--- src/hdl/sckd_pkg.sv ---
// ----------------------------------------------------------------------------
// SimCC keypoint decoder package
// Shared widths, register indexes, limits and the structs passed between the
// row tracker and the top-level sequencer.
// ----------------------------------------------------------------------------
`default_nettype none

package sckd_pkg;

  localparam int BIN_IDX_W  = 10;
  localparam int BINS_W     = 11;
  localparam int GEO_W      = 12;
  localparam int TGT_W      = 13;
  localparam int JOINT_W    = 6;
  localparam int JC_W       = 7;
  localparam int COORD_W    = 17;
  localparam int CONF_W     = 15;
  localparam int CFG_IDX_W  = 3;
  localparam int CFG_DATA_W = 13;

  localparam int FRAC_BITS_DEF  = 4;
  localparam int SCORE_BITS_DEF = 16;

  localparam int COORD_MAX = 131071;
  localparam int CONF_MAX  = 32767;
  localparam int BINS_MAX  = 1024;
  localparam int TGT_MAX   = 4096;
  localparam int JC_MAX    = 64;

  localparam logic [BINS_W-1:0] BINS_X_RST = 11'd384;
  localparam logic [BINS_W-1:0] BINS_Y_RST = 11'd512;
  localparam logic [TGT_W-1:0]  TGT_W_RST  = 13'd192;
  localparam logic [TGT_W-1:0]  TGT_H_RST  = 13'd256;
  localparam logic [JC_W-1:0]   JC_RST     = 7'd17;

  typedef enum logic [CFG_IDX_W-1:0] {
    REG_BINS_X      = 3'd0,
    REG_BINS_Y      = 3'd1,
    REG_TARGET_W    = 3'd2,
    REG_TARGET_H    = 3'd3,
    REG_JOINT_COUNT = 3'd4
  } cfg_reg_t;

  typedef struct packed {
    logic [GEO_W-1:0] w;
    logic [GEO_W-1:0] h;
    logic [GEO_W-1:0] x;
    logic [GEO_W-1:0] y;
  } region_t;

  typedef struct packed {
    logic                 fire;
    logic [BIN_IDX_W-1:0] x_index;
    logic [BIN_IDX_W-1:0] y_index;
    logic [JOINT_W-1:0]   joint;
    logic [CONF_W-1:0]    confidence;
    logic                 last;
  } joint_evt_t;

endpackage

`default_nettype wire

--- src/hdl/sckd_divider.sv ---
// ----------------------------------------------------------------------------
// SimCC keypoint decoder divider
// Restoring divider, one quotient bit per cycle, shared by both axes.
// ----------------------------------------------------------------------------
`default_nettype none

module sckd_divider
  import sckd_pkg::*;
#(
  parameter int NUM_W = 26
) (
  input  wire logic             clk,
  input  wire logic             rst,
  input  wire logic             start,
  input  wire logic [NUM_W-1:0] numerator,
  input  wire logic [TGT_W-1:0] divisor,
  output logic                  done,
  output logic [NUM_W-1:0]      quotient
);

  localparam int CNT_W = (NUM_W > 1) ? $clog2(NUM_W) : 1;

  logic               busy;
  logic [CNT_W-1:0]   count;
  logic [TGT_W-1:0]   den;
  logic [TGT_W:0]     rem;
  logic [TGT_W:0]     rem_sh;
  logic               ge;

  assign rem_sh = {rem[TGT_W-1:0], quotient[NUM_W-1]};
  assign ge     = rem_sh >= {1'b0, den};

  always_ff @(posedge clk) begin
    if (rst) begin
      busy  <= 1'b0;
      done  <= 1'b0;
      count <= '0;
    end else begin
      done <= 1'b0;
      if (start) begin
        busy  <= 1'b1;
        count <= '0;
      end else if (busy) begin
        if (count == CNT_W'(NUM_W - 1)) begin
          busy <= 1'b0;
          done <= 1'b1;
        end
        count <= count + 1'b1;
      end
    end
  end

  always_ff @(posedge clk) begin
    if (start) begin
      quotient <= numerator;
      den      <= divisor;
      rem      <= '0;
    end else if (busy) begin
      rem      <= ge ? (rem_sh - {1'b0, den}) : rem_sh;
      quotient <= {quotient[NUM_W-2:0], ge};
    end
  end

endmodule

`default_nettype wire

--- src/hdl/sckd_row_tracker.sv ---
// ----------------------------------------------------------------------------
// SimCC keypoint decoder row tracker
// Keeps the running maximum per score row, the phase, the joint number and
// the region geometry, and flags each completed joint.
// ----------------------------------------------------------------------------
`default_nettype none

module sckd_row_tracker
  import sckd_pkg::*;
#(
  parameter int SCORE_BITS = SCORE_BITS_DEF
) (
  input  wire logic                  clk,
  input  wire logic                  rst,
  input  wire logic                  accept,
  input  wire logic                  func,
  input  wire logic [SCORE_BITS-1:0] score,
  input  wire region_t               region_in,
  input  wire logic [BINS_W-1:0]     bins_x,
  input  wire logic [BINS_W-1:0]     bins_y,
  input  wire logic [JC_W-1:0]       joint_count,
  output region_t                    region,
  output joint_evt_t                 evt
);

  localparam int VAL_W = SCORE_BITS - 1;

  logic                 in_vertical;
  logic [BIN_IDX_W-1:0] bin_count;
  logic [JOINT_W-1:0]   joint_now;
  logic [VAL_W-1:0]     best_value;
  logic [BIN_IDX_W-1:0] best_index;
  logic [BIN_IDX_W-1:0] held_x_index;
  logic [VAL_W-1:0]     held_x_value;

  logic                 positive;
  logic                 upd;
  logic [VAL_W-1:0]     cur_value;
  logic [BIN_IDX_W-1:0] cur_index;
  logic [BINS_W-1:0]    nb;
  logic                 row_end;
  logic [SCORE_BITS-1:0] sum;
  logic [SCORE_BITS+CONF_W-1:0] conf_wide;
  logic                 last;

  assign positive  = !score[SCORE_BITS-1] && (score != '0);
  assign upd       = positive && (score[VAL_W-1:0] > best_value);
  assign cur_value = upd ? score[VAL_W-1:0] : best_value;
  assign cur_index = upd ? bin_count : best_index;
  assign nb        = in_vertical ? bins_y : bins_x;
  assign row_end   = (BINS_W'(bin_count) + 1'b1) >= nb;
  assign sum       = {1'b0, held_x_value} + {1'b0, cur_value};
  assign conf_wide = (SCORE_BITS+CONF_W)'(sum[SCORE_BITS-1:1]);
  assign last      = (JC_W'(joint_now) + 1'b1) >= joint_count;

  always_comb begin
    evt.fire       = accept && func && row_end && in_vertical;
    evt.x_index    = held_x_index;
    evt.y_index    = cur_index;
    evt.joint      = joint_now;
    evt.last       = last;
    evt.confidence = (conf_wide > (SCORE_BITS+CONF_W)'(CONF_MAX)) ?
                     CONF_W'(CONF_MAX) : conf_wide[CONF_W-1:0];
  end

  always_ff @(posedge clk) begin
    if (rst) begin
      in_vertical  <= 1'b0;
      bin_count    <= '0;
      joint_now    <= '0;
      best_value   <= '0;
      best_index   <= '0;
      held_x_index <= '0;
      held_x_value <= '0;
      region       <= '0;
    end else if (accept) begin
      if (!func) begin
        region       <= region_in;
        in_vertical  <= 1'b0;
        bin_count    <= '0;
        joint_now    <= '0;
        best_value   <= '0;
        best_index   <= '0;
        held_x_index <= '0;
        held_x_value <= '0;
      end else if (!row_end) begin
        bin_count  <= bin_count + 1'b1;
        best_value <= cur_value;
        best_index <= cur_index;
      end else if (!in_vertical) begin
        held_x_index <= cur_index;
        held_x_value <= cur_value;
        in_vertical  <= 1'b1;
        bin_count    <= '0;
        best_value   <= '0;
        best_index   <= '0;
      end else begin
        joint_now    <= last ? '0 : (joint_now + 1'b1);
        in_vertical  <= 1'b0;
        bin_count    <= '0;
        best_value   <= '0;
        best_index   <= '0;
        held_x_index <= '0;
        held_x_value <= '0;
      end
    end
  end

endmodule

`default_nettype wire

--- src/hdl/simcc_keypoint_decoder_top.sv ---
// ----------------------------------------------------------------------------
// SimCC keypoint decoder top level
// Row argmax tracking, then per joint a shared multiply and iterative divide
// that turn the two bin indexes into image coordinates.
// ----------------------------------------------------------------------------
//  Channel  Signals                          Contents
//  s_*      s_tvalid s_tready s_tdata s_tuser region or score item
//  m_*      m_tvalid m_tready m_tdata m_tlast  decoded keypoint item
//  cfg_*    cfg_valid cfg_ready cfg_index cfg_data  register write
//
// A region item or a score item that does not end a joint updates only the
// row tracker. The score item that ends a joint starts the sequencer: per axis
// a multiply state, a load state, the divider iterations and an add state,
// then the output state, which loads the output register. Most of this time
// goes to the single restoring divider. s_tready is low during that time and,
// beyond it, while the previous item still waits in the output register on
// m_tready. Reset is synchronous; no clearing pass is needed.
// ----------------------------------------------------------------------------
`default_nettype none

module simcc_keypoint_decoder_top
  import sckd_pkg::*;
#(
  parameter int SCORE_BITS = SCORE_BITS_DEF,
  parameter int FRAC_BITS  = FRAC_BITS_DEF
) (
  input  wire logic                  clk,
  input  wire logic                  rst,
  input  wire logic                  s_tvalid,
  output logic                       s_tready,
  // score, region_w, region_h, offset_x, offset_y
  input  wire logic [((SCORE_BITS+4*GEO_W+7)/8)*8-1:0] s_tdata,
  // func
  input  wire logic                  s_tuser,
  output logic                       m_tvalid,
  input  wire logic                  m_tready,
  // joint_index, coord_x, coord_y, confidence
  output logic [55:0]                m_tdata,
  // last_joint
  output logic                       m_tlast,
  input  wire logic                  cfg_valid,
  output logic                       cfg_ready,
  input  wire logic [CFG_IDX_W-1:0]  cfg_index,
  input  wire logic [CFG_DATA_W-1:0] cfg_data
);

  localparam int PROD_W = BIN_IDX_W + GEO_W;
  localparam int NUM_W  = PROD_W + FRAC_BITS;
  localparam int SUM_W  = NUM_W + 1;

  typedef enum logic [5:0] {
    S_IDLE = 6'b000001,
    S_MUL  = 6'b000010,
    S_LOAD = 6'b000100,
    S_DIV  = 6'b001000,
    S_ADD  = 6'b010000,
    S_OUT  = 6'b100000
  } seq_state_t;

  logic [BINS_W-1:0] bins_x;
  logic [BINS_W-1:0] bins_y;
  logic [TGT_W-1:0]  target_w;
  logic [TGT_W-1:0]  target_h;
  logic [JC_W-1:0]   joint_count;

  seq_state_t        state;
  seq_state_t        state_next;
  logic              axis;
  joint_evt_t        job;
  joint_evt_t        evt;
  region_t           region;
  region_t           region_in;
  logic              in_accept;
  logic [PROD_W-1:0] product;
  logic [COORD_W-1:0] coord_x;
  logic [COORD_W-1:0] coord_y;
  logic [COORD_W-1:0] coord;
  logic [SUM_W-1:0]  coord_sum;
  logic              div_done;
  logic [NUM_W-1:0]  quotient;
  logic [BIN_IDX_W-1:0] idx_sel;
  logic [GEO_W-1:0]  size_sel;
  logic [GEO_W-1:0]  off_sel;
  logic              out_free;

  assign cfg_ready = 1'b1;
  assign out_free  = !m_tvalid || m_tready;
  assign s_tready  = (state == S_IDLE);
  assign in_accept = s_tvalid && s_tready;

  always_comb begin
    region_in.w = s_tdata[SCORE_BITS +: GEO_W];
    region_in.h = s_tdata[SCORE_BITS+GEO_W +: GEO_W];
    region_in.x = s_tdata[SCORE_BITS+2*GEO_W +: GEO_W];
    region_in.y = s_tdata[SCORE_BITS+3*GEO_W +: GEO_W];
  end

  always_ff @(posedge clk) begin
    if (rst) begin
      bins_x      <= BINS_X_RST;
      bins_y      <= BINS_Y_RST;
      target_w    <= TGT_W_RST;
      target_h    <= TGT_H_RST;
      joint_count <= JC_RST;
    end else if (cfg_valid) begin
      case (cfg_index)
        REG_BINS_X: begin
          bins_x <= (cfg_data[BINS_W-1:0] == '0) ? BINS_W'(1) :
                    (cfg_data[BINS_W-1:0] > BINS_W'(BINS_MAX)) ? BINS_W'(BINS_MAX) :
                    cfg_data[BINS_W-1:0];
        end
        REG_BINS_Y: begin
          bins_y <= (cfg_data[BINS_W-1:0] == '0) ? BINS_W'(1) :
                    (cfg_data[BINS_W-1:0] > BINS_W'(BINS_MAX)) ? BINS_W'(BINS_MAX) :
                    cfg_data[BINS_W-1:0];
        end
        REG_TARGET_W: begin
          target_w <= (cfg_data == '0) ? TGT_W'(1) :
                      (cfg_data > TGT_W'(TGT_MAX)) ? TGT_W'(TGT_MAX) : cfg_data;
        end
        REG_TARGET_H: begin
          target_h <= (cfg_data == '0) ? TGT_W'(1) :
                      (cfg_data > TGT_W'(TGT_MAX)) ? TGT_W'(TGT_MAX) : cfg_data;
        end
        REG_JOINT_COUNT: begin
          joint_count <= (cfg_data[JC_W-1:0] == '0) ? JC_W'(1) :
                         (cfg_data[JC_W-1:0] > JC_W'(JC_MAX)) ? JC_W'(JC_MAX) :
                         cfg_data[JC_W-1:0];
        end
        default: begin
        end
      endcase
    end
  end

  sckd_row_tracker #(
    .SCORE_BITS(SCORE_BITS)
  ) u_row_tracker (
    .clk        (clk),
    .rst        (rst),
    .accept     (in_accept),
    .func       (s_tuser),
    .score      (s_tdata[SCORE_BITS-1:0]),
    .region_in  (region_in),
    .bins_x     (bins_x),
    .bins_y     (bins_y),
    .joint_count(joint_count),
    .region     (region),
    .evt        (evt)
  );

  assign idx_sel  = axis ? job.y_index : job.x_index;
  assign size_sel = axis ? region.h : region.w;
  assign off_sel  = axis ? region.y : region.x;

  sckd_divider #(
    .NUM_W(NUM_W)
  ) u_divider (
    .clk      (clk),
    .rst      (rst),
    .start    (state == S_LOAD),
    .numerator(NUM_W'(product) << FRAC_BITS),
    .divisor  (axis ? target_h : target_w),
    .done     (div_done),
    .quotient (quotient)
  );

  assign coord_sum = SUM_W'(quotient) + (SUM_W'(off_sel) << FRAC_BITS);
  assign coord     = (coord_sum > SUM_W'(COORD_MAX)) ? COORD_W'(COORD_MAX) :
                     coord_sum[COORD_W-1:0];

  always_comb begin
    state_next = state;
    case (state)
      S_IDLE: begin
        if (evt.fire) begin
          state_next = S_MUL;
        end
      end
      S_MUL:  state_next = S_LOAD;
      S_LOAD: state_next = S_DIV;
      S_DIV: begin
        if (div_done) begin
          state_next = S_ADD;
        end
      end
      S_ADD:  state_next = axis ? S_OUT : S_MUL;
      S_OUT: begin
        if (out_free) begin
          state_next = S_IDLE;
        end
      end
      default: state_next = S_IDLE;
    endcase
  end

  always_ff @(posedge clk) begin
    if (rst) begin
      state    <= S_IDLE;
      axis     <= 1'b0;
      m_tvalid <= 1'b0;
    end else begin
      state <= state_next;
      if (state == S_IDLE) begin
        axis <= 1'b0;
      end else if (state == S_ADD) begin
        axis <= 1'b1;
      end
      if (state == S_OUT && out_free) begin
        m_tvalid <= 1'b1;
      end else if (m_tready) begin
        m_tvalid <= 1'b0;
      end
    end
  end

  always_ff @(posedge clk) begin
    if (state == S_IDLE && evt.fire) begin
      job <= evt;
    end
    if (state == S_MUL) begin
      product <= PROD_W'(idx_sel) * PROD_W'(size_sel);
    end
    if (state == S_ADD) begin
      if (axis) begin
        coord_y <= coord;
      end else begin
        coord_x <= coord;
      end
    end
    if (state == S_OUT && out_free) begin
      m_tdata <= {1'b0, job.confidence, coord_y, coord_x, job.joint};
      m_tlast <= job.last;
    end
  end

endmodule

`default_nettype wire

--- config.mk ---
export PLATFORM = sky130hd
export DESIGN_NAME = simcc_keypoint_decoder_top
export DESIGN_NICKNAME = d
export VERILOG_FILES = /design/src/hdl/sckd_pkg.sv /design/src/hdl/sckd_divider.sv /design/src/hdl/sckd_row_tracker.sv /design/src/hdl/simcc_keypoint_decoder_top.sv
export SDC_FILE = /design/constraint.sdc
export NUM_CORES = 1
export LEC_CHECK = 0
export ABC_CLOCK_PERIOD_IN_PS = 7700
export BUFFER_PORTS_ARGS = -buffer_cell sky130_fd_sc_hd__clkbuf_2
export CAP_MARGIN = 25
export CORE_ASPECT_RATIO = 1.5
export CORE_MARGIN = 1
export CORE_UTILIZATION = 25
export CTS_CLUSTER_SIZE = 25
export DETAILED_ROUTE_END_ITERATION = 8
export HOLD_SLACK_MARGIN = 0.15
export PLACE_DENSITY = 0.37
export SLEW_MARGIN = 20
export SYNTH_ARGS = -nofsm -noshare
export SYNTH_HDL_FRONTEND = slang
export SYNTH_SLANG_ARGS = --single-unit
--- constraint.sdc ---
create_clock -name clk -period 7.7 [get_ports clk]
set_input_delay 0.77 -clock clk [delete_from_list [all_inputs] [get_ports clk]]
set_output_delay 0.77 -clock clk [all_outputs]
set_load 0.05 [all_outputs]
==> results.md <==
* Status: finished clean
* Pwr Density at 250.4 nW/um^2
* DIE WIDTH at 240.8 um
* Fin. Hold Viols at 0
* R2r worst-path depth at 19
* Critical path type: flop to flop
* Core area at 84900 sq um
* Pleak at 10.39 nW
* Post-DR wirelength/cell at 16.49 um
* Area leader, netlist: edfxtp_1
* Rel. slew slack at 33.74%
* Distinct cells, synth at 69
* CP Max Fanout at 27
* First-pass GRT wire length at 89440 um
* Crit end category: flop
* Critical Path RT at 8.04 ns
* Num CTS Buffers at 44
* Clk buf depth at 3
* Die footprint at 86740 sq um
* Vias in the first global route at 16120
* Mapped Nets at 2472
* Row cnt at 131
* Root Buffer: clkbuf_16
* Main synth FF type: dfxtp_1
* Total negative slack at 0 ns
* Fin crit share at 88.80%
* Final wirelength at 57080 um
* Top-area cell type share of the netlist area at 26.54%
* RSZ-0062 raised after global routing: false
* Most frequent cells after synthesis: 260 x nand2_1, 245 x nor2_1, 202 x dfxtp_1
* DRT iter0 DRCs at 569
* EDFF count, synth at 189
* Share of cells above drive strength 1 at 13.77%
* CP arrival at 7.18 ns
* PortBufs at 143
* Met3 WL at 2231 um
* Layout area overhead at 16.83%
* IO Pins at 146
* Die height at 360.2 um
* Largest net degree at the start of global routing at 117
* Worst Skew at 0.03636 ns
* Worst Max-Slew Pin Slew at 0.9663 ns
* Top cells by area, synth: edfxtp_1 27%, dfxtp_1 19%, ha_1 7.8%
* Clock slew at the register clock pins of the worst setup and hold paths at 0.07 ns
* HPWL Detailed at 42390 um
* Tot GR Track Use at 13.24%
* Worst reg-to-reg setup slack at 0.86 ns
* Final routed DRC violation total at 0
* Final Max Tran Viols at 0
* Mapped Cells at 2171
* CTS H-tree depth at 2
* Most common cell in the netlist: nand2_1
* Skew-Pair Late Insertion Delay at 0.60 ns
* Synth Cell Area at 21390 sq um
* Mean Syn Cell Area at 9.851 sq um
* Setup Buffers After CTS at 0
* Vias per Instance at 4.467
* CTS Hold Buffers Added at 0
* Crit start category: flop
* Seq cells post-synth at 391
* PostCTS Resize Cnt at 0
* FILL cells at 9050
* Uppermost routed layer: met5
* Maxcap violations at 0
* Final Util at 29.43%
* DR vias at 15460
* M1 wire length at 23410 um
* Drt pass-1 iters at 5
* Setup violators final at 0
* CTS tree: done
* Seq/Total Area, Yosys at 45.45%
* Worst Hold Class: input port to flop
* Final nets at 2596
* Routability cong. at 0.8158
* Post-route ant nets at 0
* Ys Warns at 0
* Sink Count at 391
* Worst hold stages at 3
* Hold_ws at 0.4037 ns
* VDD IR-drop max at 146.7 uV
* Ys async rst share at 0%
* Met2 routed WL at 29380 um
* Fin crit period at 6.838 ns
* Max Clk Rate at 0.1463 GHz
* Initial Util at 25.19%
* Total grt overflow at 0
* Initial antenna violation count at 1
* Diode count at 0
==> layout make-up <==
class	instances	area [sq um]	share of cell area (%)
sequential	391	9724	38.92
tap	1130	1414	5.659
multi-input combinational	1519	10720	42.89
clock buffer	57	1232	4.933
timing repair buffer	172	972.2	3.891
inverter	167	626.9	2.509
clock inverter	25	300.3	1.202
==> flip-flops by register name (all words and copies together), names as in the netlist, 13 cells and up <==
name	count
product	22
target_h	13
u_row_tracker.region	48
coord_x	17
job	42
u_divider.rem	13
m_tdata	55
coord_y	17
u_row_tracker.held_x_value	15
u_divider.quotient	26
target_w	13
u_divider.den	13
u_row_tracker.best_value	15
==> layer usage <==
layer  up-vias  track usage [%]
li1       7722                -
met1      7396            14.94
met2       249            24.35
met3        90            2.226
met4         2            5.175
met5         -                0
==> worst max-delay path, cell delays in order (launching register included) <==
cell and delay [ns]:
dfxtp_4 0.66, mux2i_1 0.86, nor2_1 0.15, fa_1 0.59, fa_1 0.44, fa_1 0.52, fa_1 0.54, inv_1 0.05
fa_1 0.53, inv_1 0.04, ha_1 0.35, and2_1 0.16, o21ai_0 0.17, o31ai_1 0.16, o41ai_1 0.45, o21ai_0 0.25
nor4_1 0.28, o41ai_1 0.13, a21oi_1 0.18, xnor2_1 0.08
==> metrics by stage <==
step / cells / instance area [sq um] / setup slack, ns / power [mW]
5_1_grt: 3461 / 24990 / 0.4930 / 6.679
6_report: 3461 / 24990 / 0.8624 / 6.257
3_5_place_dp: 3378 / 23430 / 0.8371 / 4.116
4_1_cts: 3460 / 24970 / 0.8243 / 6.403
2_1_floorplan: 2171 / 21390 / 0.9356 / 3.657
3_3_place_gp: 3375 / 23390 / 0.9243 / 4.105
==> where the power goes <==
part,internal [mW],switching (mW)
sequential,2.31,0.0758
clock,1.31,0.904
combinational,0.614,1.04
==> layout by cell type (no fill, tap or decap), types with 7 or more instances in the layout <==
cell type,Yosys,routed
nand2b_1,34,33
clkbuf_2,0,142
nor4_1,9,9
fa_1,81,81
a21oi_1,199,199
o31ai_1,11,11
ha_1,134,134
nand2_1,260,260
o21bai_1,7,7
o21ai_0,54,54
mux2_2,40,40
clkbuf_1,72,7
inv_1,166,166
a22oi_1,26,26
nor2_1,245,244
nand3_1,55,55
nor3_1,23,22
dfxtp_1,202,200
xor2_1,32,32
o21a_1,10,10
clkbuf_16,0,46
clkinv_2,0,10
or3_1,7,7
edfxtp_1,189,189
a211o_1,10,10
nand3b_1,22,22
nand4_1,13,13
or2_2,15,15
a21o_1,18,18
mux2i_1,56,56
a211oi_1,9,8
xnor2_1,29,29
nor2b_1,12,9
nor3b_1,23,22
and2_1,7,7
and3_1,16,16
buf_4,2,25
==> worst paths after layout <==
kind               start                       end
max                 axis               product[21]
max reg2reg         axis               product[21]
min reg2reg   coord_y[2]               m_tdata[25]
min          s_tdata[41]  u_row_tracker.region[13]
==> cells by family after synthesis <==
kind of cell,count (synthesis),synth area share (%)
flip-flops,391,45.45
AND/OR/NAND/NOR,757,16.24
adder cells (fa/ha/maj),215,15.42
multiplexers,96,4.727
XOR/XNOR,61,2.498
other,2,0.03512
AO/OA/AOI/OAI,388,10.95
buffers and inverters,261,4.681
No activity file was read; power rests on OpenSTA's default activity.
